`src/design/assert_macros.svh`:
```
// assertion helpers shared by the design files
`ifndef ASSERT_MACROS_SVH
`define ASSERT_MACROS_SVH

// checked on every clock edge outside of reset
`define VDPC_ASSERT(lbl, prop, msg) \
  lbl: assert property (@(posedge clk_i) disable iff (!rst_ni) (prop)) else $error(msg);

// checked on every clock edge, reset included
`define VDPC_ASSERT_ALWAYS(lbl, prop, msg) \
  lbl: assert property (@(posedge clk_i) (prop)) else $error(msg);

`endif

```
`src/design/vdpc_pkg.sv`:
```
package vdpc_pkg;

  localparam int unsigned ByteW   = 8;
  localparam int unsigned CountW  = 32;
  localparam int unsigned SumW    = 64;
  localparam int unsigned SegW    = 21;
  localparam int unsigned ShiftW  = 7;
  localparam int unsigned GroupW  = 7;
  localparam int unsigned CfgIdxW = 1;

  // register indexes on the configuration port
  localparam logic [CfgIdxW-1:0] CfgMaxSegIdx    = 1'b0;
  localparam logic [CfgIdxW-1:0] CfgTargetSegIdx = 1'b1;

  localparam logic [SegW-1:0] MaxSegReset    = 21'd65536;
  localparam logic [SegW-1:0] TargetSegReset = 21'd32768;

  // bit 7 of a byte flags more groups of the same gap
  localparam int unsigned     ContBit    = 7;
  localparam logic [ShiftW-1:0] GroupStep = 7'd7;

  typedef struct packed {
    logic [ByteW-1:0]  byte_value;
    logic              term_start;
    logic [CountW-1:0] term_posting_count;
  } item_t;

  typedef struct packed {
    logic [SumW-1:0] posting;
    logic [SegW-1:0] chunk_length;
    logic            last_in_chunk;
    logic            last_in_term;
  } result_t;

  typedef struct packed {
    logic [SegW-1:0] seg_max;
    logic [SegW-1:0] seg_target;
  } cfg_t;

  typedef struct packed {
    logic    valid;
    result_t res;
  } dec_out_t;

endpackage

```
`src/design/vdpc_chunk_pick.sv`:
```
module vdpc_chunk_pick (
  input  logic [vdpc_pkg::CountW-1:0] remaining_i,
  input  vdpc_pkg::cfg_t              cfg_i,
  output logic [vdpc_pkg::SegW-1:0]   chunk_len_o
);

  logic [vdpc_pkg::SegW:0]     seg_sum;
  logic [vdpc_pkg::CountW-1:0] len;

  assign seg_sum = {1'b0, cfg_i.seg_target} + {1'b0, cfg_i.seg_max};

  always_comb begin
    priority if (remaining_i <= {{(vdpc_pkg::CountW-vdpc_pkg::SegW){1'b0}},
                                 cfg_i.seg_max}) begin
      len = remaining_i;
    end else if (remaining_i > {{(vdpc_pkg::CountW-vdpc_pkg::SegW-1){1'b0}}, seg_sum}) begin
      len = {{(vdpc_pkg::CountW-vdpc_pkg::SegW){1'b0}}, cfg_i.seg_target};
    end else begin
      len = remaining_i >> 1;
    end
    // an empty chunk still takes one posting
    if (len == '0) begin
      len = {{(vdpc_pkg::CountW-1){1'b0}}, 1'b1};
    end
  end

  assign chunk_len_o = len[vdpc_pkg::SegW-1:0];

endmodule

```
`src/design/vdpc_decode.sv`:
```
`include "assert_macros.svh"

module vdpc_decode (
  input  logic                clk_i,
  input  logic                rst_ni,
  input  logic                advance_i,
  input  vdpc_pkg::item_t     item_i,
  input  vdpc_pkg::cfg_t      cfg_i,
  output vdpc_pkg::dec_out_t  dec_o
);

  logic [vdpc_pkg::SumW-1:0]   sum_q, sum_d, sum_base, grp_shifted;
  logic [vdpc_pkg::ShiftW-1:0] shift_q, shift_d, shift_base;
  logic [vdpc_pkg::CountW-1:0] trem_q, trem_d, trem_base;
  logic [vdpc_pkg::SegW-1:0]   crem_q, crem_d, crem_base, crem_cur;
  logic [vdpc_pkg::SegW-1:0]   csize_q, csize_d, csize_base;
  logic [vdpc_pkg::SegW-1:0]   pick_len;
  logic [vdpc_pkg::GroupW-1:0] grp;

  // a new term clears the decoder before its first byte is decoded
  assign sum_base   = item_i.term_start ? '0 : sum_q;
  assign shift_base = item_i.term_start ? '0 : shift_q;
  assign trem_base  = item_i.term_start ? item_i.term_posting_count : trem_q;
  assign crem_base  = item_i.term_start ? '0 : crem_q;
  assign csize_base = item_i.term_start ? '0 : csize_q;

  assign grp         = item_i.byte_value[vdpc_pkg::GroupW-1:0];
  assign grp_shifted = {{(vdpc_pkg::SumW-vdpc_pkg::GroupW){1'b0}}, grp} << shift_base[5:0];

  vdpc_chunk_pick u_pick (
    .remaining_i (trem_base),
    .cfg_i       (cfg_i),
    .chunk_len_o (pick_len)
  );

  always_comb begin
    sum_d    = sum_base;
    shift_d  = shift_base;
    trem_d   = trem_base;
    crem_d   = crem_base;
    csize_d  = csize_base;
    crem_cur = crem_base;
    dec_o    = '0;
    if (trem_base != '0) begin
      // shift of 64 and up: group lands above the sum and is lost
      if (!shift_base[6]) begin
        sum_d = sum_base + grp_shifted;
      end
      if (item_i.byte_value[vdpc_pkg::ContBit]) begin
        if (!shift_base[6]) begin
          shift_d = shift_base + vdpc_pkg::GroupStep;
        end
      end else begin
        shift_d = '0;
        if (crem_base == '0) begin
          csize_d  = pick_len;
          crem_cur = pick_len;
        end
        crem_d = crem_cur - 1'b1;
        trem_d = trem_base - 1'b1;
        dec_o.valid             = 1'b1;
        dec_o.res.posting       = sum_d;
        dec_o.res.chunk_length  = csize_d;
        dec_o.res.last_in_chunk = (crem_d == '0);
        dec_o.res.last_in_term  = (trem_d == '0);
      end
    end
  end

  always_ff @(posedge clk_i or negedge rst_ni) begin
    if (!rst_ni) begin
      sum_q   <= '0;
      shift_q <= '0;
      trem_q  <= '0;
      crem_q  <= '0;
      csize_q <= '0;
    end else if (advance_i) begin
      sum_q   <= sum_d;
      shift_q <= shift_d;
      trem_q  <= trem_d;
      crem_q  <= crem_d;
      csize_q <= csize_d;
    end
  end

  `VDPC_ASSERT(a_term_end_ends_chunk,
      dec_o.valid && dec_o.res.last_in_term |-> dec_o.res.last_in_chunk,
      "term ended inside an open chunk")
  `VDPC_ASSERT(a_chunk_len_nonzero,
      dec_o.valid |-> dec_o.res.chunk_length != '0,
      "posting emitted with empty chunk")
  `VDPC_ASSERT(a_chunk_within_term,
      {{(vdpc_pkg::CountW-vdpc_pkg::SegW){1'b0}}, crem_q} <= trem_q,
      "chunk count exceeds term count")
  `VDPC_ASSERT(a_shift_bound,
      shift_q <= 7'd70,
      "group shift grew past its limit")

endmodule

```
`src/design/vbyte_delta_postings_chunker.sv`:
```
// vbyte_delta_postings_chunker: decodes a term's posting list from
// variable-byte gaps and tags each posting with its chunk information
// - input channel: one compressed byte per request (in_valid_i/in_ready_o);
//   term_start_i marks the first byte of a term and term_posting_count_i
//   is sampled with it
// - output channel: one request per completed gap (out_valid_o/out_ready_i)
//   carrying the absolute posting, chunk length and last flags
// - config channel: cfg_index_i selects max (0) or target (1) segment size;
//   always ready, write only while the block is idle
// - path: a byte goes from the input register through decode into the
//   output register, which drives the outputs (two register stages)
// - throughput: one byte per cycle while the output is not stalled, set
//   by the single decode stage between the input and output registers
// - stall: while the output register is full and not taken, the decode
//   stage holds; the input register takes one more request only if empty
// - reset: decoder state is zero, segment sizes return to 65536 / 32768,
//   both channel registers empty; no bytes are decoded until a term starts
`include "assert_macros.svh"

module vbyte_delta_postings_chunker (
  input  logic                          clk_i,
  input  logic                          rst_ni,
  // byte requests
  input  logic                          in_valid_i,
  output logic                          in_ready_o,
  input  logic [vdpc_pkg::ByteW-1:0]    byte_value_i,
  input  logic                          term_start_i,
  input  logic [vdpc_pkg::CountW-1:0]   term_posting_count_i,
  // posting requests
  output logic                          out_valid_o,
  input  logic                          out_ready_i,
  output logic [vdpc_pkg::SumW-1:0]     posting_o,
  output logic [vdpc_pkg::SegW-1:0]     chunk_length_o,
  output logic                          last_in_chunk_o,
  output logic                          last_in_term_o,
  // configuration writes
  input  logic                          cfg_valid_i,
  output logic                          cfg_ready_o,
  input  logic [vdpc_pkg::CfgIdxW-1:0]  cfg_index_i,
  input  logic [vdpc_pkg::SegW-1:0]     cfg_data_i
);

  vdpc_pkg::item_t    item_q;
  logic               in_valid_q;
  vdpc_pkg::result_t  res_q;
  logic               out_valid_q;
  vdpc_pkg::cfg_t     cfg_q;
  vdpc_pkg::dec_out_t dec;
  logic               advance;

  // decode moves ahead when the output slot is free or being drained
  assign advance    = in_valid_q && (!out_valid_q || out_ready_i);
  assign in_ready_o = !in_valid_q || advance;
  assign cfg_ready_o = 1'b1;

  // input register
  always_ff @(posedge clk_i or negedge rst_ni) begin
    if (!rst_ni) begin
      in_valid_q <= 1'b0;
    end else if (in_ready_o) begin
      in_valid_q <= in_valid_i;
    end
  end

  always_ff @(posedge clk_i) begin
    if (in_valid_i && in_ready_o) begin
      item_q.byte_value         <= byte_value_i;
      item_q.term_start         <= term_start_i;
      item_q.term_posting_count <= term_posting_count_i;
    end
  end

  // segment size registers, picked up when the next chunk opens
  always_ff @(posedge clk_i or negedge rst_ni) begin
    if (!rst_ni) begin
      cfg_q.seg_max    <= vdpc_pkg::MaxSegReset;
      cfg_q.seg_target <= vdpc_pkg::TargetSegReset;
    end else if (cfg_valid_i) begin
      unique case (cfg_index_i)
        vdpc_pkg::CfgMaxSegIdx:    cfg_q.seg_max    <= cfg_data_i;
        vdpc_pkg::CfgTargetSegIdx: cfg_q.seg_target <= cfg_data_i;
        default: ;
      endcase
    end
  end

  vdpc_decode u_decode (
    .clk_i     (clk_i),
    .rst_ni    (rst_ni),
    .advance_i (advance),
    .item_i    (item_q),
    .cfg_i     (cfg_q),
    .dec_o     (dec)
  );

  // output register; continuation bytes leave it untouched
  always_ff @(posedge clk_i or negedge rst_ni) begin
    if (!rst_ni) begin
      out_valid_q <= 1'b0;
    end else if (advance && dec.valid) begin
      out_valid_q <= 1'b1;
    end else if (out_ready_i) begin
      out_valid_q <= 1'b0;
    end
  end

  always_ff @(posedge clk_i) begin
    if (advance && dec.valid) begin
      res_q <= dec.res;
    end
  end

  assign out_valid_o     = out_valid_q;
  assign posting_o       = res_q.posting;
  assign chunk_length_o  = res_q.chunk_length;
  assign last_in_chunk_o = res_q.last_in_chunk;
  assign last_in_term_o  = res_q.last_in_term;

  `VDPC_ASSERT_ALWAYS(a_ready_low_means_full,
      !in_ready_o |-> in_valid_q,
      "input stalled with an empty input register")
  `VDPC_ASSERT(a_no_overwrite,
      out_valid_q && !out_ready_i |-> !(advance && dec.valid),
      "pending posting overwritten")

endmodule
```
`config.mk`:
```
export PLATFORM = sky130hd
export DESIGN_NAME = vbyte_delta_postings_chunker
export DESIGN_NICKNAME = d
export VERILOG_FILES = /design/src/design/vdpc_pkg.sv /design/src/design/vdpc_chunk_pick.sv /design/src/design/vdpc_decode.sv /design/src/design/vbyte_delta_postings_chunker.sv
export VERILOG_INCLUDE_DIRS = /design/src /design/src/design
export SDC_FILE = /design/constraint.sdc
export NUM_CORES = 1
export LEC_CHECK = 0
export BUFFER_PORTS_ARGS = -buffer_cell sky130_fd_sc_hd__buf_2
export CAP_MARGIN = 20
export CORE_UTILIZATION = 39
export CTS_CLUSTER_DIAMETER = 100
export CTS_CLUSTER_SIZE = 12
export DETAILED_ROUTE_END_ITERATION = 12
export PLACE_DENSITY = 0.61
export SLEW_MARGIN = 10
export SYNTH_ARGS = -nofsm -noshare
export SYNTH_HDL_FRONTEND = slang
export SYNTH_SLANG_ARGS = --single-unit
export TNS_END_PERCENT = 5
```
`constraint.sdc`:
```
create_clock -name clk_i -period 16.5 [get_ports clk_i]
set_input_delay 3.3 -clock clk_i [delete_from_list [all_inputs] [get_ports clk_i]]
set_output_delay 3.3 -clock clk_i [all_outputs]
set_load 0.1 [all_outputs]
```
==> results of run 1 <==
## where the power goes
part	leakage, uW	internal [uW]	switching [uW]
sequential	0.00367	942	99.3
combinational	0.00633	343	693
clock	0.000444	372	326
total	0.0104	1660	1120
## per-layer routing
layer  global-route usage, %  vias to the layer above  wire, um
met2                    42.7                      549     34200
met4                    9.11                        0      2720
met1                    32.0                     9355     31100
met3                    2.42                      148      3090
li1                        -                     9178         -
met5                       0                        -         0
## cells by family (layout without fill, tap and decap cells)
family,Yosys count,after routing,share of synthesized area [%]
fa+ha+maj,134,134,7.74
mux,72,72,3.50
compound gates,702,702,20.7
other cells,1,1,0.0172
xor+xnor,126,126,5.05
flops,317,317,39.2
simple gates,935,935,20.1
buf+inv,197,308,3.70
## cells in the final DEF, fill, tap and decap left out, types with 19 or more instances in the layout
cell type	n
nand2_1	298
nor2_1	245
o21ai_0	200
dfrtp_1	187
a21oi_1	181
buf_2	155
ha_1	132
edfxtp_1	128
nor2b_1	91
nand3_1	77
nor3_1	75
xnor2_1	75
inv_1	61
a21o_1	54
a22o_1	51
xor2_1	51
mux2i_1	39
mux2_2	32
clkbuf_16	31
a211oi_1	29
buf_4	29
nand4_1	28
nor4_1	24
clkbuf_1	22
a31oi_1	21
nand2b_1	19
## state kept, by name, summed over array words and instances, names as in the netlist
register and flops:
cfg_q 42, last_in_chunk_o 1, u_decode.sum_q 64, chunk_length_o 21, u_decode.csize_q 21, item_q 41, posting_o 64, in_valid_q 1
u_decode.trem_q 32, last_in_term_o 1, u_decode.shift_q 7, u_decode.crem_q 21, out_valid_o 1
## worst max path at each step
| stage | from | endpoint | slack (ns) | cells after the start |
|---|---|---|---|---|
| 2_1_floorplan | out_ready_i | in_ready_o | 9.08 | 1 |
| 3_3_place_gp | cfg_q[0]$_DFFE_PN0P_ | last_in_chunk_o$_SDFFCE_PP0P_ | 9.21 | 30 |
| 3_5_place_dp | cfg_q[0]$_DFFE_PN0P_ | last_in_chunk_o$_SDFFCE_PP0P_ | 9.05 | 30 |
| 4_1_cts | cfg_q[0]$_DFFE_PN0P_ | last_in_chunk_o$_SDFFCE_PP0P_ | 9.02 | 30 |
| 5_1_grt | cfg_q[1]$_DFFE_PN0P_ | last_in_chunk_o$_SDFFCE_PP0P_ | 8.29 | 29 |
| 6_report | cfg_q[0]$_DFFE_PN0P_ | last_in_chunk_o$_SDFFCE_PP0P_ | 8.94 | 30 |
## stage by stage
step | worst slack, ns | hold slack (ns) | power [uW] | cells
detailed placement | 9.05 | 0.471 | 2080 | 3285
global route | 8.29 | 0.515 | 2930 | 3343
global placement | 9.21 | 0.461 | 2060 | 3285
CTS | 9.02 | 0.488 | 2790 | 3343
finish | 8.94 | 0.483 | 2780 | 3343
floorplan | 9.08 | 0.446 | 1780 | 2484
## cell type report
type                       instances  area [um^2]  area share, %
timing repair buffer             186         1030           4.24
tap                              748          936           3.86
clock inverter                     4         55.1          0.227
multi-input combinational       1970        12500           51.7
clock buffer                      54          872           3.60
inverter                          64          243           1.00
sequential                       317         8580           35.4
## critical path: cells and delay by family (launching register included)
family | cells | cell delay (ns)
flops | 1 | 0.41
compound gates | 17 | 4.11
simple gates | 6 | 1.59
fa+ha+maj | 4 | 0.95
buf+inv | 2 | 0.13
xor+xnor | 1 | 0.18
==> results.py, run 1 <==
metrics = {
    "run_status": {
        "status": "complete, no violations",
    },
    "timing": {
        "rsz0062_at_grt": "no",
        "period_share_pct": 45.8,
        "setup_tns_ns": 0,
        "slew_violations": 0,
        "setup_viol": 0,
        "skew_ns": 0.0223,
        "timing.fmax_ghz": 0.132,
        "fin_crit_ns": 7.56,
        "worst_pin_slew_ns": 1.08,
        "max_slew_margin_pct": 28.0,
        "finalHoldViolCount": 0,
    },
    "clock_tree": {
        "clock_sinks": 317,
        "clk_pin_slew_ns": 0.07,
        "cts_resized": 0,
        "cts_root_buffer": "clkbuf_16",
        "cts_setup_buffers": 0,
        "clk_latency_ns": 0.62,
        "numCtsBuffers": 31,
        "cts_tree": "yes",
        "clockBufferDepth": 3,
        "htree_levels": 1,
        "postCtsHoldBufs": 0,
    },
    "detailed_routing": {
        "first_pass_iters": 6,
        "drc_errors": 0,
        "wl_um": 71200,
        "ant_nets": 0,
        "viasPerCell": 5.75,
        "drtIter0Drc": 1363,
        "dr_total_vias": 19200,
        "wl_per_cell_um": 21.3,
    },
    "synthesis": {
        "synth-seq-cells": 317,
        "syn-num-nets": 2686,
        "synth.distinct_cells": 98,
        "yosys_most_used_dff": "dfrtp_1",
        "synth_top_area_share_pct": 21.4,
        "synth_common_cells": "nand2_1 (300), nor2_1 (247), o21ai_0 (202)",
        "synth_most_common_cell": "nand2_1",
        "yosysSeqAreaShare_pct": 39.2,
        "syn-cell-area_um2": 21900,
        "synth_cells": 2484,
        "synth.yosys.warnings": 0,
        "ys_top_cells_by_area": "dfrtp_1 (21%), edfxtp_1 (18%), ha_1 (7.6%)",
        "syn_avg_cell_area_um2": 8.80,
        "async_flop_share_pct": 59.6,
        "yosysTopAreaCell": "dfrtp_1",
        "synth_edf_count": 128,
    },
    "global_routing": {
        "antenna_found_initial": 0,
        "grt_max_degree": 168,
        "gr-total-overflow": 0,
        "grt_pass1_wl_um": 110000,
        "grtUsageTotal_pct": 24.7,
        "grt_pass1_vias": 19100,
    },
    "place": {
        "hpwlAfterDp_um": 52000,
        "place_congestion": 0.962,
        "place_area_um2": 23300,
        "io_buffers": 156,
    },
    "setup_path": {
        "setup.worst_path.end_class": "flip-flop",
        "crit_fanout": 12,
        "critical_path_class": "flip-flop to flip-flop",
        "cpPeakStageDelay_ns": 0.44,
        "worstReg2RegEnd": "last_in_chunk_o$_SDFFCE_PP0P_",
        "rr_startpoint": "cfg_q[0]$_DFFE_PN0P_",
        "rr_worst_depth": 30,
        "rrSetupSlack_ns": 8.94,
        "start_kind": "flip-flop",
        "required_ns": 16.95,
        "cp_slowest_cell": "a2111oi_0",
        "cp.arrival_ns": 8.01,
        "cpMostUsedCell": "a21o_1",
    },
    "worst_hold_path": {
        "min_to": "u_decode.trem_q[2]$_DFFE_PN0P_",
        "min_from": "u_decode.trem_q[2]$_DFFE_PN0P_",
        "hold_class": "flip-flop to flip-flop",
        "hold_path_depth": 2,
    },
    "floorplanning": {
        "die_h_um": 239,
        "die_w_um": 239,
        "fp-row-count": 86,
        "die-area_um2": 57000,
        "core_area_um2": 55200,
        "io_pins": 158,
        "floorplan.initialDensity_pct": 39.6,
    },
    "finish": {
        "final_util_pct": 43.9,
        "antenna_cells": 0,
        "fillers": 5458,
        "finish.instance_area_um2": 24200,
        "drive_gt1_share_pct": 11.8,
        "area_growth_pct": 10.8,
        "nets": 2772,
    },
    "job": {
        "drv_cap": 0,
    },
    "power": {
        "power.density_nw_per_um2": 115,
        "total_leakage_power_uw": 0.0104,
        "ir_drop_mv": 0.0854,
    },
}
Power figures use the tool's default switching activity.
==> run 2: changes to the inputs <==
clock period = 7.6 ns   (was 16.5 ns; I/O delays follow)
==> run 2 against run 1 <==
Global-route usage is essentially flat. Count of clock-buffer cells in the layout stayed put. Sequential share of layout area down 0.33 points. Cell count rose by 0.81%. Largest power group is now combinational cells.
==> results.py, run 2 (synthesized netlist as in run 1, its figures left out) <==
metrics = {
    "setup_path": {
        "start_kind": "flip-flop",
        "crit_fanout": 13,
        "setup.worst_path.end_class": "flip-flop",
        "cp.arrival_ns": 7.60,
        "cp_slowest_cell": "a2111oi_0",
        "cpMostUsedCell": "a21o_1",
        "required_ns": 8.03,
        "cpPeakStageDelay_ns": 0.67,
        "critical_path_class": "flip-flop to flip-flop",
    },
    "clock_tree": {
        "clock_sinks": 317,
        "cts_setup_buffers": 0,
        "htree_levels": 1,
        "numCtsBuffers": 31,
        "clockBufferDepth": 3,
        "cts_root_buffer": "clkbuf_16",
        "clk_latency_ns": 0.60,
        "cts_tree": "yes",
        "clk_pin_slew_ns": 0.07,
    },
    "global_routing": {
        "grt_pass1_wl_um": 110000,
        "antenna_found_initial": 0,
        "gr-total-overflow": 0,
        "grt_max_degree": 96,
        "grtUsageTotal_pct": 24.7,
        "grt_pass1_vias": 18700,
    },
    "floorplanning": {
        "floorplan.initialDensity_pct": 39.6,
        "io_pins": 158,
        "core_area_um2": 55200,
        "die_h_um": 239,
        "die_w_um": 239,
        "fp-row-count": 86,
        "die-area_um2": 57000,
    },
    "timing": {
        "fin_crit_ns": 7.17,
        "worst_pin_slew_ns": 0.986,
        "max_slew_margin_pct": 34.1,
        "slew_violations": 0,
        "rsz0062_at_grt": "no",
        "finalHoldViolCount": 0,
        "setup_viol": 0,
        "setup_tns_ns": 0,
        "period_share_pct": 94.3,
        "timing.fmax_ghz": 0.140,
        "skew_ns": 0.0242,
    },
    "detailed_routing": {
        "first_pass_iters": 6,
        "wl_per_cell_um": 21.1,
        "dr_total_vias": 19300,
        "viasPerCell": 5.73,
        "ant_nets": 0,
        "drc_errors": 0,
        "drtIter0Drc": 1502,
        "wl_um": 71200,
    },
    "place": {
        "io_buffers": 156,
        "place_congestion": 0.959,
        "hpwlAfterDp_um": 52400,
        "placed_cells": 3314,
    },
    "power": {
        "finalPower_uw": 6040,
        "power.density_nw_per_um2": 247,
        "ir_drop_mv": 0.184,
        "total_leakage_power_uw": 0.0106,
    },
    "finish": {
        "final_common_cell": "nand2_1",
        "multi_input_area_um2": 12500,
        "regArea_um2": 8580,
        "fin_cells": 3370,
        "area_growth_pct": 11.8,
        "drive_gt1_share_pct": 12.9,
        "nets": 2801,
        "fillers": 5351,
        "final_cell_mix": "nand2_1 (298), nor2_1 (245), o21ai_0 (200)",
        "antenna_cells": 0,
    },
    "run_status": {
        "status": "complete, no violations",
    },
    "worst_hold_path": {
        "hold_class": "flip-flop to flip-flop",
    },
    "job": {
        "drv_cap": 0,
    },
}
-- run 2: per-stage QoR --
stage / worst slack, ns / utilization [%] / hold WS [ns] / cell area, um^2
3_5_place_dp: 0.234 / 42.6 / 0.466 / 23500
2_1_floorplan: 1.01 / - / 0.446 / 21900
6_report: 0.433 / 44.3 / 0.475 / 24400
5_1_grt: 0.0326 / 44.3 / 0.501 / 24400
4_1_cts: 0.191 / 44.2 / 0.481 / 24400
3_3_place_gp: 0.355 / 42.6 / 0.462 / 23500
-- run 2: final timing paths --
| kind | slack (ns) | start | to | depth (start not counted) |
|---|---|---|---|---|
| setup / recovery | 0.43 | cfg_q[0]$_DFFE_PN0P_ | last_in_chunk_o$_SDFFCE_PP0P_ | 30 |
| hold / removal | 0.48 | u_decode.trem_q[21]$_DFFE_PN0P_ | u_decode.trem_q[21]$_DFFE_PN0P_ | 2 |
| setup reg to reg | 0.43 | cfg_q[0]$_DFFE_PN0P_ | last_in_chunk_o$_SDFFCE_PP0P_ | 30 |
| hold reg to reg | 0.48 | u_decode.trem_q[21]$_DFFE_PN0P_ | u_decode.trem_q[21]$_DFFE_PN0P_ | 2 |
| max in group asynchronous | 5.18 | rst_ni | u_decode.sum_q[20]$_DFFE_PN0P_ | 2 |
| min in group asynchronous | 1.01 | rst_ni | cfg_q[9]$_DFFE_PN0P_ | 1 |
-- run 2: worst max-delay path, delay by kind of cell, from the launching register on --
family	cells	cell delay (ns)
AOI/OAI and AO/OA	16	3.78
and+or+nand+nor	6	1.25
adders and majority gates	3	0.91
DFF	1	0.39
buffers and inverters	3	0.36
xor gates and xnor gates	1	0.15
muxes	1	0.13
-- run 2: power by group --
group / internal (uW) / switching, uW
clock: 804 / 684
sequential: 2050 / 221
combinational: 771 / 1510
total: 3620 / 2420
-- run 2: per-layer routing --
layer  wire length [um]  track usage (%)  share of wire, %
met3               3520             2.78               4.9
met5                  0                0                 0
met2              34200             42.0                48
met1              30700             32.4                43
met4               2770             8.94               3.9
-- run 2: timing repair --
| action | 4_1_cts | 5_1_grt |
|---|---|---|
| setup endpoints to repair | 0 | 3 |
| gates resized for setup | 0 | 7 |
| hold buffers | 0 | 0 |
-- run 2: final cells by class --
class                   count  area share (%)
flip-flops and latches    317            35.1
well taps                 748            3.83
clock buffers              54            3.57
multi-input cells        1970            51.3
inverters                  64           0.993
repair buffers            215            5.04
clock inverters             2           0.169
==> run 3: changes to the inputs <==
CAP_MARGIN = default   (was 20)
GPL_TIMING_DRIVEN = 0   (was default)
==> run 3 against run 2 <==
Count of clock-buffer cells in the layout shrank 3. Combinational power rose by 4%. Fmax decreased by 3.1%. Non-clock buffer count rose by 75. Sequential share of layout area is 0.35 points lower. Clock skew up 0.019 ns. Largest cell class unchanged. Register-to-register slack worse by 0.23 ns. Hold slack better by 0.011 ns. Critical endpoint unchanged. Final area is 1.0% higher. Sequential cell count unchanged. Cell count rose by 2.1%.
==> results.py, run 3 (synthesized netlist as in run 1, its figures left out) <==
metrics = {
    "power": {
        "finalPower_uw": 6060,
        "ir_drop_mv": 0.180,
        "power.density_nw_per_um2": 245,
        "total_leakage_power_uw": 0.0105,
    },
    "timing": {
        "fin_ws_ns": 0.203,
        "fin_crit_ns": 7.40,
        "setup_viol": 0,
        "max_slew_margin_pct": 22.6,
        "skew_ns": 0.0436,
        "worst_pin_slew_ns": 1.13,
        "period_share_pct": 97.3,
        "rsz0062_at_grt": "yes",
        "slew_violations": 0,
        "finalHoldViolCount": 0,
        "timing.fmax_ghz": 0.135,
        "hold-worst-slack_ns": 0.487,
    },
    "finish": {
        "regArea_um2": 8580,
        "multi_input_area_um2": 12600,
        "fin_cells": 3441,
        "final_cell_mix": "nand2_1 (300), nor2_1 (247), o21ai_0 (201)",
        "antenna_cells": 0,
        "area_growth_pct": 13.0,
        "drive_gt1_share_pct": 11.4,
        "final_common_cell": "nand2_1",
        "fillers": 5474,
        "final_util_pct": 44.7,
        "nets": 2875,
    },
    "floorplanning": {
        "die_h_um": 239,
        "io_pins": 158,
        "fp-row-count": 86,
        "die_w_um": 239,
        "die-area_um2": 57000,
        "floorplan.initialDensity_pct": 39.6,
        "core_area_um2": 55200,
    },
    "setup_path": {
        "start_kind": "flip-flop",
        "crit_fanout": 10,
        "cp_slowest_cell": "dfrtp_1",
        "required_ns": 8.01,
        "cpMostUsedCell": "ha_1",
        "critical_path_class": "flip-flop to flip-flop",
        "setup.worst_path.end_class": "flip-flop",
        "cp.arrival_ns": 7.80,
        "cpPeakStageDelay_ns": 0.44,
    },
    "clock_tree": {
        "postCtsHoldBufs": 0,
        "clk_pin_slew_ns": 0.06,
        "htree_levels": 1,
        "cts_tree": "yes",
        "numCtsBuffers": 30,
        "clockBufferDepth": 3,
        "clock_sinks": 317,
        "clk_latency_ns": 0.62,
        "cts_root_buffer": "clkbuf_16",
    },
    "global_routing": {
        "antenna_found_initial": 0,
        "grt_pass1_vias": 19600,
        "grt_max_degree": 100,
        "gr-total-overflow": 0,
        "grt_busiest_layer": "met2",
        "gr-usage-met1_pct": 34.8,
        "grtUsageTotal_pct": 27.3,
        "grt_pass1_wl_um": 119000,
        "grt_use_met3_pct": 2.86,
        "met2_usage_pct": 46.8,
    },
    "place": {
        "place_congestion": 0.984,
        "placed_cells": 3391,
        "io_buffers": 156,
        "dp_slack_ns": -1.95,
        "hpwlAfterDp_um": 61100,
    },
    "detailed_routing": {
        "dr_total_vias": 20000,
        "drtIter0Drc": 1727,
        "drc_errors": 0,
        "wl_um": 78900,
        "first_pass_iters": 6,
        "ant_nets": 0,
        "viasPerCell": 5.81,
        "wl_per_cell_um": 22.9,
    },
    "run_status": {
        "status": "complete, no violations",
    },
    "job": {
        "drv_cap": 0,
    },
    "worst_hold_path": {
        "hold_class": "flip-flop to flip-flop",
    },
}
## run 3: cell type report
cell class / instances / share of cell area (%)
buffer: 130 / 2.30
clock buffer: 51 / 3.49
clock inverter: 1 / 0.0253
inverter: 64 / 0.983
multi-input combinational: 1970 / 51.2
sequential: 317 / 34.7
tap: 748 / 3.79
timing repair buffer: 160 / 3.54
## run 3: metrics by stage
stage          cell area [um^2]  setup TNS, ns
2_1_floorplan             21900              0
3_3_place_gp              23600         -60.54
3_5_place_dp              23700         -59.17
4_1_cts                   24600        -0.0285
5_1_grt                   24700         -0.128
6_report                  24700              0
## run 3: repair_timing
action | CTS | global route
setup buffers | 0 | 1
pin swaps | 0 | 5
setup endpoints to repair | 84 | 11
gates resized for setup | 18 | 17
## run 3: worst paths after layout
check	from	slack (ns)	cells past startpoint	endpoint
max in group asynchronous	rst_ni	5.64	2	u_decode.sum_q[42]$_DFFE_PN0P_
max	cfg_q[1]$_DFFE_PN0P_	0.20	30	last_in_chunk_o$_SDFFCE_PP0P_
min in group asynchronous	rst_ni	0.92	1	cfg_q[8]$_DFFE_PN0P_
min reg2reg	u_decode.trem_q[21]$_DFFE_PN0P_	0.49	2	u_decode.trem_q[21]$_DFFE_PN0P_
min	u_decode.trem_q[21]$_DFFE_PN0P_	0.49	2	u_decode.trem_q[21]$_DFFE_PN0P_
max reg2reg	cfg_q[1]$_DFFE_PN0P_	0.20	30	last_in_chunk_o$_SDFFCE_PP0P_
## run 3: worst max-delay path, delay by kind of cell (launching register included)
family	cells	cell delay [ns]
and+or+nand+nor	5	0.86
muxes	1	0.20
AOI/OAI and AO/OA	19	4.43
DFF	1	0.44
buffers and inverters	2	0.39
adders and majority gates	3	0.87
## run 3: report_power, final
group          total (uW)  leakage (uW)  switching (uW)  internal [uW]
clock network        1450      0.000416             688            760
logic                2360       0.00646            1590            767
registers            2250       0.00367             203           2040
total                6060        0.0105            2490           3570
## run 3: layer usage
metal | wire length [um] | share of wire (%)
met1 | 33400 | 42
met2 | 38100 | 48
met3 | 4010 | 5.1
met4 | 3370 | 4.3
met5 | 0 | 0
